`config.mk`:
```
export PLATFORM = sky130hd
export DESIGN_NAME = roulette_wheel_selector
export DESIGN_NICKNAME = d
export VERILOG_FILES = /design/src/hw/rtl/rws_pkg.sv /design/src/hw/rtl/rws_store.sv /design/src/hw/rtl/rws_engine.sv /design/src/hw/rtl/roulette_wheel_selector.sv
export SDC_FILE = /design/constraint.sdc
export NUM_CORES = 2
export LEC_CHECK = 0
export BUFFER_PORTS_ARGS = -buffer_cell sky130_fd_sc_hd__buf_2
export CAP_MARGIN = 20
export CORE_ASPECT_RATIO = 1.1
export CORE_MARGIN = 4
export CORE_UTILIZATION = 62
export CTS_CLUSTER_SIZE = 28
export DETAILED_ROUTE_END_ITERATION = 10
export HOLD_SLACK_MARGIN = 0.06
export PLACE_DENSITY = 0.88
export SYNTH_ARGS = -nofsm -noshare
export SYNTH_HDL_FRONTEND = slang
export SYNTH_SLANG_ARGS = --single-unit
```
`constraint.sdc`:
```
create_clock -name clk -period 7.35 [get_ports clk]
set_clock_uncertainty 0.05 [all_clocks]
set_input_delay 0.735 -clock clk [delete_from_list [all_inputs] [get_ports clk]]
set_output_delay 0.735 -clock clk [all_outputs]
set_load 0.03 [all_outputs]
```
`src/hw/rtl/rws_pkg.sv`:
```
// Package for the roulette wheel selector.
// Holds sizes, request kinds, controller states and the structs shared by the RTL modules.
// Depends on nothing.
`timescale 1ns / 1ps
`default_nettype none

package rws_pkg;

	localparam int MAX_POP = 64;
	localparam int IDX_W   = $clog2(MAX_POP);
	localparam int CNT_W   = IDX_W + 1;
	localparam int KIND_W  = 2;
	localparam int FIT_W   = 16;
	localparam int FRAC_W  = 16;
	localparam int SUM_W   = FIT_W + IDX_W;
	localparam int TGT_W   = SUM_W + FRAC_W;

	typedef enum logic [KIND_W-1:0] {
		KIND_CLEAR  = 2'd0,
		KIND_APPEND = 2'd1,
		KIND_SPIN   = 2'd2
	} rws_kind_t;

	typedef enum logic [2:0] {
		ST_IDLE,
		ST_MUL,
		ST_READ,
		ST_CMP,
		ST_DONE
	} rws_state_t;

	typedef struct packed {
		logic [IDX_W-1:0] index;
		logic             empty;
		logic             overflow;
	} rws_result_t;

	typedef struct packed {
		logic             searching;
		logic [IDX_W-1:0] lo;
		logic [IDX_W-1:0] hi;
		logic [CNT_W-1:0] count;
	} rws_status_t;

endpackage

`default_nettype wire

```
`src/hw/rtl/rws_store.sv`:
```
// Prefix-sum store of the roulette wheel selector: one write port, one read port.
// Read data is registered, so it appears in the cycle after the read request.
// Depends on rws_pkg.
`timescale 1ns / 1ps
`default_nettype none

module rws_store
	import rws_pkg::*;
(
	input  wire logic             clk,
	input  wire logic             wr_en,
	input  wire logic [IDX_W-1:0] wr_addr,
	input  wire logic [SUM_W-1:0] wr_data,
	input  wire logic             rd_en,
	input  wire logic [IDX_W-1:0] rd_addr,
	output logic      [SUM_W-1:0] rd_data
);

	logic [SUM_W-1:0] mem [MAX_POP];

	always_ff @(posedge clk) begin
		if (wr_en) begin
			mem[wr_addr] <= wr_data;
		end
	end

	always_ff @(posedge clk) begin
		if (rd_en) begin
			rd_data <= mem[rd_addr];
		end
	end

endmodule

`default_nettype wire

```
`src/hw/rtl/rws_engine.sv`:
```
// Controller of the roulette wheel selector: population count, running total,
// overflow flag, appends into the prefix store and the binary search of a spin.
// Depends on rws_pkg and drives the ports of rws_store.
`timescale 1ns / 1ps
`default_nettype none

module rws_engine
	import rws_pkg::*;
(
	input  wire logic              clk,
	input  wire logic              arst_n,
	input  wire logic              req_valid,
	output logic                   req_stall,
	input  wire logic [KIND_W-1:0] kind,
	input  wire logic [FIT_W-1:0]  fitness,
	input  wire logic [FRAC_W-1:0] random_fraction,
	output logic                   res_valid,
	input  wire logic              res_stall,
	output rws_result_t            res,
	output rws_status_t            status,
	output logic                   wr_en,
	output logic      [IDX_W-1:0]  wr_addr,
	output logic      [SUM_W-1:0]  wr_data,
	output logic                   rd_en,
	output logic      [IDX_W-1:0]  rd_addr,
	input  wire logic [SUM_W-1:0]  rd_data
);

	rws_state_t       state_q, state_d;
	logic [CNT_W-1:0] count_q;
	logic [SUM_W-1:0] total_q;
	logic             ovf_q;
	logic [FRAC_W-1:0] frac_q;
	logic [TGT_W-1:0] target_q;
	logic [IDX_W-1:0] lo_q, hi_q, lo_d, hi_d, mid;
	logic             empty_q;
	logic             accept, full, hit;
	rws_kind_t        req_kind;

	assign req_kind  = rws_kind_t'(kind);
	assign req_stall = (state_q != ST_IDLE);
	assign accept    = req_valid && (state_q == ST_IDLE);
	assign full      = (count_q >= CNT_W'(MAX_POP));
	assign mid       = IDX_W'(({1'b0, lo_q} + {1'b0, hi_q}) >> 1);
	assign hit       = ({rd_data, FRAC_W'(0)} >= target_q);

	assign wr_en   = accept && (req_kind == KIND_APPEND) && !full;
	assign wr_addr = count_q[IDX_W-1:0];
	assign wr_data = total_q + SUM_W'(fitness);
	assign rd_en   = (state_q == ST_READ);
	assign rd_addr = mid;

	always_ff @(posedge clk or negedge arst_n) begin
		if (!arst_n) begin
			state_q <= ST_IDLE;
		end else begin
			state_q <= state_d;
		end
	end

	always_comb begin
		state_d = state_q;
		lo_d    = lo_q;
		hi_d    = hi_q;
		if (hit) begin
			hi_d = mid;
		end else begin
			lo_d = mid + IDX_W'(1);
		end
		case (state_q)
			ST_IDLE: begin
				if (accept && (req_kind == KIND_SPIN)) begin
					state_d = (count_q == '0) ? ST_DONE : ST_MUL;
				end
			end
			ST_MUL: begin
				state_d = (lo_q == hi_q) ? ST_DONE : ST_READ;
			end
			ST_READ: begin
				state_d = ST_CMP;
			end
			ST_CMP: begin
				state_d = (lo_d == hi_d) ? ST_DONE : ST_READ;
			end
			ST_DONE: begin
				if (!res_stall) begin
					state_d = ST_IDLE;
				end
			end
			default: begin
				state_d = ST_IDLE;
			end
		endcase
	end

	always_ff @(posedge clk or negedge arst_n) begin
		if (!arst_n) begin
			count_q <= '0;
			total_q <= '0;
			ovf_q   <= 1'b0;
		end else if (accept) begin
			case (req_kind)
				KIND_CLEAR: begin
					count_q <= '0;
					total_q <= '0;
					ovf_q   <= 1'b0;
				end
				KIND_APPEND: begin
					if (full) begin
						ovf_q <= 1'b1;
					end else begin
						total_q <= wr_data;
						count_q <= count_q + CNT_W'(1);
					end
				end
				default: begin
				end
			endcase
		end
	end

	always_ff @(posedge clk) begin
		if (accept && (req_kind == KIND_SPIN)) begin
			frac_q  <= random_fraction;
			lo_q    <= '0;
			hi_q    <= IDX_W'(count_q - CNT_W'(1));
			empty_q <= (count_q == '0);
		end else if (state_q == ST_CMP) begin
			lo_q <= lo_d;
			hi_q <= hi_d;
		end
		if (state_q == ST_MUL) begin
			target_q <= TGT_W'(total_q) * TGT_W'(frac_q);
		end
	end

	assign res_valid      = (state_q == ST_DONE);
	assign res.index      = empty_q ? '0 : lo_q;
	assign res.empty      = empty_q;
	assign res.overflow   = ovf_q;

	assign status.searching = (state_q == ST_MUL) || (state_q == ST_READ) ||
		(state_q == ST_CMP);
	assign status.lo        = lo_q;
	assign status.hi        = hi_q;
	assign status.count     = count_q;

endmodule

`default_nettype wire

```
`src/hw/rtl/roulette_wheel_selector.sv`:
```
// Top level of the roulette wheel selector: controller, prefix store and output register.
// Depends on rws_pkg, rws_store and rws_engine.
//
//   channel   signals                                   direction
//   req       req_valid req_stall kind fitness          in
//             random_fraction
//   rsp       rsp_valid rsp_stall selected_index        out
//             empty_error overflow_seen
//
// Clear, append and ignored kinds are taken in the idle state; a spin on a nonempty
// wheel passes the multiply state and then the binary search, with one store read and
// one compare per step; on an empty wheel it goes straight to the done state.
// Reset clears the count, the total and the overflow flag; store entries
// are written by appends before they are read. A finished result waits in the output
// register, and clears and appends are still taken while it waits.
`timescale 1ns / 1ps
`default_nettype none

module roulette_wheel_selector
	import rws_pkg::*;
(
	input  wire logic              clk,
	input  wire logic              arst_n,
	input  wire logic              req_valid,
	output logic                   req_stall,
	input  wire logic [KIND_W-1:0] kind,
	input  wire logic [FIT_W-1:0]  fitness,
	input  wire logic [FRAC_W-1:0] random_fraction,
	output logic                   rsp_valid,
	input  wire logic              rsp_stall,
	output logic      [IDX_W-1:0]  selected_index,
	output logic                   empty_error,
	output logic                   overflow_seen
);

	logic             res_valid, res_stall;
	rws_result_t      res, out_q;
	rws_status_t      status;
	logic             wr_en, rd_en;
	logic [IDX_W-1:0] wr_addr, rd_addr;
	logic [SUM_W-1:0] wr_data, rd_data;
	logic             out_valid_q;

	rws_engine u_engine (
		.clk             (clk),
		.arst_n          (arst_n),
		.req_valid       (req_valid),
		.req_stall       (req_stall),
		.kind            (kind),
		.fitness         (fitness),
		.random_fraction (random_fraction),
		.res_valid       (res_valid),
		.res_stall       (res_stall),
		.res             (res),
		.status          (status),
		.wr_en           (wr_en),
		.wr_addr         (wr_addr),
		.wr_data         (wr_data),
		.rd_en           (rd_en),
		.rd_addr         (rd_addr),
		.rd_data         (rd_data)
	);

	rws_store u_store (
		.clk     (clk),
		.wr_en   (wr_en),
		.wr_addr (wr_addr),
		.wr_data (wr_data),
		.rd_en   (rd_en),
		.rd_addr (rd_addr),
		.rd_data (rd_data)
	);

	assign res_stall = out_valid_q && rsp_stall;

	always_ff @(posedge clk or negedge arst_n) begin
		if (!arst_n) begin
			out_valid_q <= 1'b0;
		end else if (res_valid && !res_stall) begin
			out_valid_q <= 1'b1;
		end else if (!rsp_stall) begin
			out_valid_q <= 1'b0;
		end
	end

	always_ff @(posedge clk) begin
		if (res_valid && !res_stall) begin
			out_q <= res;
		end
	end

	assign rsp_valid      = out_valid_q;
	assign selected_index = out_q.index;
	assign empty_error    = out_q.empty;
	assign overflow_seen  = out_q.overflow;

`ifndef ASSERT_OFF
	a_search_bounds: assert property (@(posedge clk) disable iff (!arst_n)
		status.searching |-> (status.lo <= status.hi) && ({1'b0, status.hi} < status.count))
		else $error("search window out of the population");

	a_count_range: assert property (@(posedge clk) disable iff (!arst_n)
		status.count <= CNT_W'(MAX_POP))
		else $error("population count beyond capacity");

	a_empty_index: assert property (@(posedge clk) disable iff (!arst_n)
		rsp_valid && empty_error |-> (selected_index == '0))
		else $error("empty spin returned a nonzero index");

	a_no_accept_busy: assert property (@(posedge clk) disable iff (!arst_n)
		status.searching |-> req_stall)
		else $error("request taken during a spin");
`endif

endmodule

`default_nettype wire
```
* Word level (Yosys, flattened, before mapping)
Memories as Yosys holds them, arrays and structs flattened. A register that Yosys moved wholly into a read port is not among the register bits. Index checks and enable logic that the tools add are counted.
Cells by class: add/sub/neg operators 5, multiply operators 1, magnitude comparators 2, equality and inequality tests 13, multiplexer cells 20, reductions and logical operators 17
Operators by type and width (count):
- 22-bit one-hot mux with 2 select lines | 1
- 38-bit >= comparator | 1
- 22-bit by 16-bit multiplier with 38-bit output | 1
- 6-bit two-way mux | 4
- 22-bit by 16-bit adder with 22-bit output | 1
- 22-bit two-way mux | 1
- 3-bit two-way mux | 5
- 3-bit one-hot mux with 5 select lines | 1
- 7-bit one-hot mux with 2 select lines | 1
- 6-bit equality test | 2
- 6-bit by 6-bit adder with 7-bit output | 1
- 7-bit by 1-bit adder with 7-bit output, second input constant | 1
- 7-bit >= comparator, second input constant | 1
- 7-bit zero test | 1
- 7-bit two-way mux | 1
- 6-bit by 1-bit adder with 6-bit output, second input constant | 1
- 3-bit by 2-bit equality test with 1-bit output, second input constant | 2
- 1-bit logical AND | 6
- 2-bit != test, second input constant | 3
- 3-bit AND reduction | 2
- 6-bit by 1-bit subtractor with 6-bit output, second input constant | 1
- 1-bit two-way mux | 5
- 2-bit by 1-bit != test with 1-bit output, second input constant | 2
- 2-bit nonzero test | 2
- 10 further kinds | 11
Word-level totals: flip-flop bits (word level) 109, memory bits (writable) 1408, output and inout bits 10, word-level logic and storage cells 72, memories 1
Memories:
- u_store.mem | depth 64, width 22, read ports 1, clocked after Yosys merged registers in 1, wr ports 1, RTL line rws_store.sv:19 | logic [SUM_W-1:0] mem [MAX_POP];

* Logic depth before layout (Yosys ltp)
depth after elaboration 6, depth in mapped cells 24, depth with buffers taken out 22

* Modules after synthesis
From an unflattened synthesis, not the netlist that was laid out.
Second synthesis, totals: cells, all modules 4202, area total of the unflattened synthesis 71800.1 sq um
Modules (own cells, without submodules):
- rws_store | times used 1, cells an instance 2349, area an instance 54481.0 sq um, seq. area each 42941.2 sq um
- rws_engine | times used 1, cells an instance 1841, area an instance 17028.8 sq um, seq. area each 2777.7 sq um
- roulette_wheel_selector | times used 1, cells an instance 12, area an instance 290.3 sq um, seq. area each 265.3 sq um

* Worst setup path before layout
OpenSTA, ideal clock, no wires.
path kind reg-to-reg, start point register u_engine.total_q[19], end point register u_engine.target_q[37] (data pin), library setup time 256 ps, data arrival time 6073 ps, required time 7044 ps, path slack 971 ps, stages on the path, launching flop included 23, buffers on the path 2, clock period less this slack 6379 ps, cells stage by stage dfrtp_1 > clkbuf_1 > buf_1 > nand2_1 > fa_1 > inv_1 > fa_1 > inv_1 > fa_1 > inv_1 > fa_1 > fa_1 > inv_1 > fa_1 > inv_1 > ha_1 > nand4_1 > or3_1 > o211ai_1 > nand2_1 > o311ai_0 > nand2_1 > o211a_1
On the way: word-level cells in the longest chain between the ends 1
RTL lines:
- start, declared | RTL line rws_engine.sv:31 | logic [SUM_W-1:0] total_q;
- start signal, assigned | RTL line rws_engine.sv:112 | total_q <= wr_data;
- 22-bit by 16-bit multiplier with 38-bit output | RTL line rws_engine.sv:133 | target_q <= TGT_W'(total_q) * TGT_W'(frac_q);
- end signal, assigned | RTL line rws_engine.sv:133
- end, declared | RTL line rws_engine.sv:34 | logic [TGT_W-1:0] target_q;
Every way passes these cells. A chain may end at the register's enable or synchronous reset.

* Worst setup path in the final report
start point register u_engine.total_q[7], end point register u_engine.target_q[37] (data pin)
The elaborated chain is that of the path after synthesis.

==> run_results.csv <==
group,metric,value,unit
run_status,outcome,"completed",
cells_and_area,fillCellCount,6605,
synthesis,number_of_instances_in_the_synthesized_netlist,4720,
synthesis,ys_dominant_reg_cell,"edfxtp_1",
setup_path,cp.arrival,7520,ps
floorplan,die_span_x,335,um
timing,min_period_over_period,0.959,
clock_network,cts-resized-gates,0,
timing,fmax,142,MHz
drt,dr.pass1.iters,10,
synthesis,yosysTopAreaCellShare,0.618,
grt,groute.usage.overall,0.335,
clock_network,tritoncts.num_buffers,145,
setup_path,cp-startpoint,"u_engine.total_q[7]",
clock_network,clkLatencyLatePin,770,ps
setup_path,worstRegToRegCells,21,
grt,first_global_vias,46600,
flow_run,reported_max_cap_violation_count,0,
timing,final.min_clock_period,7050,ps
floorplan,die_height,367,um
placed_design,buffer_ports.inserted,47,
floorplan,floorplan.core_area,116000,sq um
timing,rsz0062_at_grt,"false",
drt,total_detailed_routing_wirelength,208000,um
floorplan,i_o_pin_cnt,48,
clock_network,clk_pin_slew_worst_paths,70,ps
synthesis,ys_seq_area_frac,0.632,
clock_network,cts.path.max_buffers,3,
grt,antenna_found_initial,26,
clock_network,cts_htree_levels,4,
clock_network,clock-sinks,1539,
setup_path,crit_path_start_kind,"flop",
drt,drcViolationCount,0,
setup_path,setup.reg_to_reg.worst_slack,300,ps
setup_path,cp_data_required_time,7820,ps
worst_hold_path,min_path_type,"in2async",
setup_path,cp_common_cell,"fa_1",
setup_path,critical_path.max_stage_delay,630,ps
setup_path,regToRegEndpoint,"u_engine.target_q[37]",
setup_path,timing.setup.critical_path_class,"reg2reg",
floorplan,die_area,123000,sq um
setup_path,path_cells,"nand2_1 -> fa_1 -> inv_1 -> fa_1 -> inv_1 -> fa_1 -> inv_1 -> fa_1 -> inv_1 -> fa_1 -> inv_1 -> fa_1 -> ha_1 -> and3_1 -> nand4_1 -> or3_1 -> o211ai_1 -> nand2_1 -> o311ai_0 -> nand2_1 -> o211a_1",
setup_path,cp_slowest_cell,"dfrtp_1",
floorplan,start_util,0.626,
synthesis,synth.largest_area_cell,"edfxtp_1",
cells_and_area,layout.nets,5314,
synthesis,yosysMostFrequentCell,"edfxtp_1",
setup_path,worstPathMaxFanout,12,
grt,grt_start_max_net_pins,115,
timing,final_max_slew_viol_count,0,
drt,wl_per_cell,32.0,um
drt,drt-vias-per-instance,7.15,
synthesis,ys_warn_count,0,
placed_design,hpwl,114000,um
clock_network,cts-root-buf,"clkbuf_16",
cells_and_area,area_growth_syn_to_layout,10.7,%
synthesis,netlist_top_cells_count,"1499 x edfxtp_1, 378 x nor2_1, 369 x inv_1",
drt,drt_iter0_drc,7915,
setup_path,r2r_start,"u_engine.total_q[7]",
drt,remaining_antenna_violation_count_after_routing,0,
timing,slew_headroom,0.0565,
synthesis,syn-num-nets,5196,
grt,grt_pass1_wl,304000,um
timing,setup-tns-final,0,ps
synthesis,post_synth_edffs,1499,
synthesis,synthArstFlopShare,0.0221,
drt,via_count,46400,
clock_network,cts_tree,"yes",
grt,gr-total-overflow,0,
synthesis,synth_seq_cells,1539,
synthesis,yosys-top-cells-area,"edfxtp_1 62%, fa_1 7.7%, mux4_2 5.4%",
timing,finalSetupViolCount,0,
timing,hold_viol_final,0,
setup_path,critical_path_capture_point_type,"flop",
synthesis,postSynthAreaPerCell,15.4,sq um
placed_design,globalplace.congestion,0.934,
synthesis,synth_cell_types,68,
synthesis,mappedNetlistArea,72800,sq um
floorplan,rows,131,
timing,worstMarginPinSlew,1410,ps
cells_and_area,drive_above_1_share,0.145,
[kinds of logic after synthesis]
group / share of synthesized area
and+or+nand+nor: 0.0582
buffers and inverters: 0.0332
xor gates and xnor gates: 0.00916
muxes: 0.104
DFF: 0.632
AOI/OAI and AO/OA: 0.0598
adders and majority gates: 0.104
[metrics by stage]
| step | hold WS, ps | cells | instance area, sq um | utilization | worst slack, ps |
|---|---|---|---|---|---|
| after global placement | 414 | 6208 | 75800 | 0.651 | 588 |
| final | 93.3 | 6492 | 80600 | 0.693 | 304 |
| after detailed placement | 391 | 6211 | 75800 | 0.652 | 517 |
| after global routing | 79.0 | 6482 | 80600 | 0.693 | 82.8 |
| after CTS | 66.2 | 6473 | 80500 | 0.692 | 457 |
| after floorplan | 376 | 4720 | 72800 | - | 971 |
[metal layers]
| metal | up-vias | global-route usage | wire length [um] |
|---|---|---|---|
| met5 | - | 0 | 137 |
| met4 | 20 | 0.200 | 15500 |
| met3 | 1087 | 0.0992 | 29500 |
| met2 | 4789 | 0.527 | 97100 |
| met1 | 22600 | 0.416 | 65600 |
| li1 | 18000 | - | - |
[flip-flops by register name, summed over array words and instances, names as in the netlist]
name and count:
u_store.mem 1408, u_engine.target_q 38, u_engine.total_q 22, u_store.rd_data 22, u_engine.frac_q 16, u_engine.count_q 7, selected_index 6, u_engine.hi_q 6
u_engine.lo_q 6, u_engine.state_q 3, empty_error 1, overflow_seen 1, rsp_valid 1, u_engine.empty_q 1, u_engine.ovf_q 1
[final cells by class]
class | count | area [sq um] | share of cell area
timing repair buffer | 223 | 1720 | 0.0213
multi-input combinational | 2560 | 25000 | 0.309
sequential | 1539 | 46000 | 0.570
antenna | 11 | 27.5 | 0.000341
tap | 1529 | 1910 | 0.0237
inverter | 369 | 1390 | 0.0172
clock inverter | 82 | 766 | 0.00950
clock buffer | 179 | 3890 | 0.0483
[worst max-delay path by stage]
stage	end	slack (ps)	depth (start not counted)
after global routing	u_engine.target_q[37]	80	20
after global placement	u_engine.target_q[37]	590	20
after floorplan	u_engine.target_q[37]	970	22
after detailed placement	u_engine.target_q[37]	520	20
after CTS	u_engine.target_q[37]	460	20
final	u_engine.target_q[37]	300	21
[critical path, delay by kind of cell (launching register included)]
kind / cells / cell delay, ps
and+or+nand+nor: 6 / 1250
AOI/OAI and AO/OA: 3 / 1180
DFF: 1 / 630
adders and majority gates: 7 / 3390
buffers and inverters: 5 / 300
[cells in the final DEF (no fill, tap or decap), types with 14 or more instances in the layout]
cell       netlist  layout
clkinv_1         0      31
o21ai_0         33      33
nor2_1         378     311
o31ai_1         98      98
a21oi_1         67      67
buf_2           59      48
nor2_4           0      15
dfrtp_1         34      34
buf_4            4     157
nand3_1         22      22
xnor2_2          0      19
nand2_1        284     283
a211oi_1        97      96
or4_1           24      24
mux2i_1        360     360
nor2_2           0      52
a21o_1          14      14
and2_1         144     144
ha_1           158     157
clkbuf_16        0     151
fa_1           280     279
inv_1          369     368
edfxtp_1      1499    1499
o221ai_1        89      89
clkinv_2         0      19
clkbuf_1       176      27
o41ai_1         89      89
mux4_2         176     176
o21a_1          16      16
a22o_1          18      18
xnor2_1         53      34
nor3_1          14      14
[repair_timing]
action	CTS	global route
hold buffers	1	0
buffers inserted	0	0
endpoints found under the setup margin	0	0
hold endpoints to repair	1	0
Power is left out: the tool's default activity adds up to more than one toggle a clock period on the data nets, which glitch-free logic cannot reach.
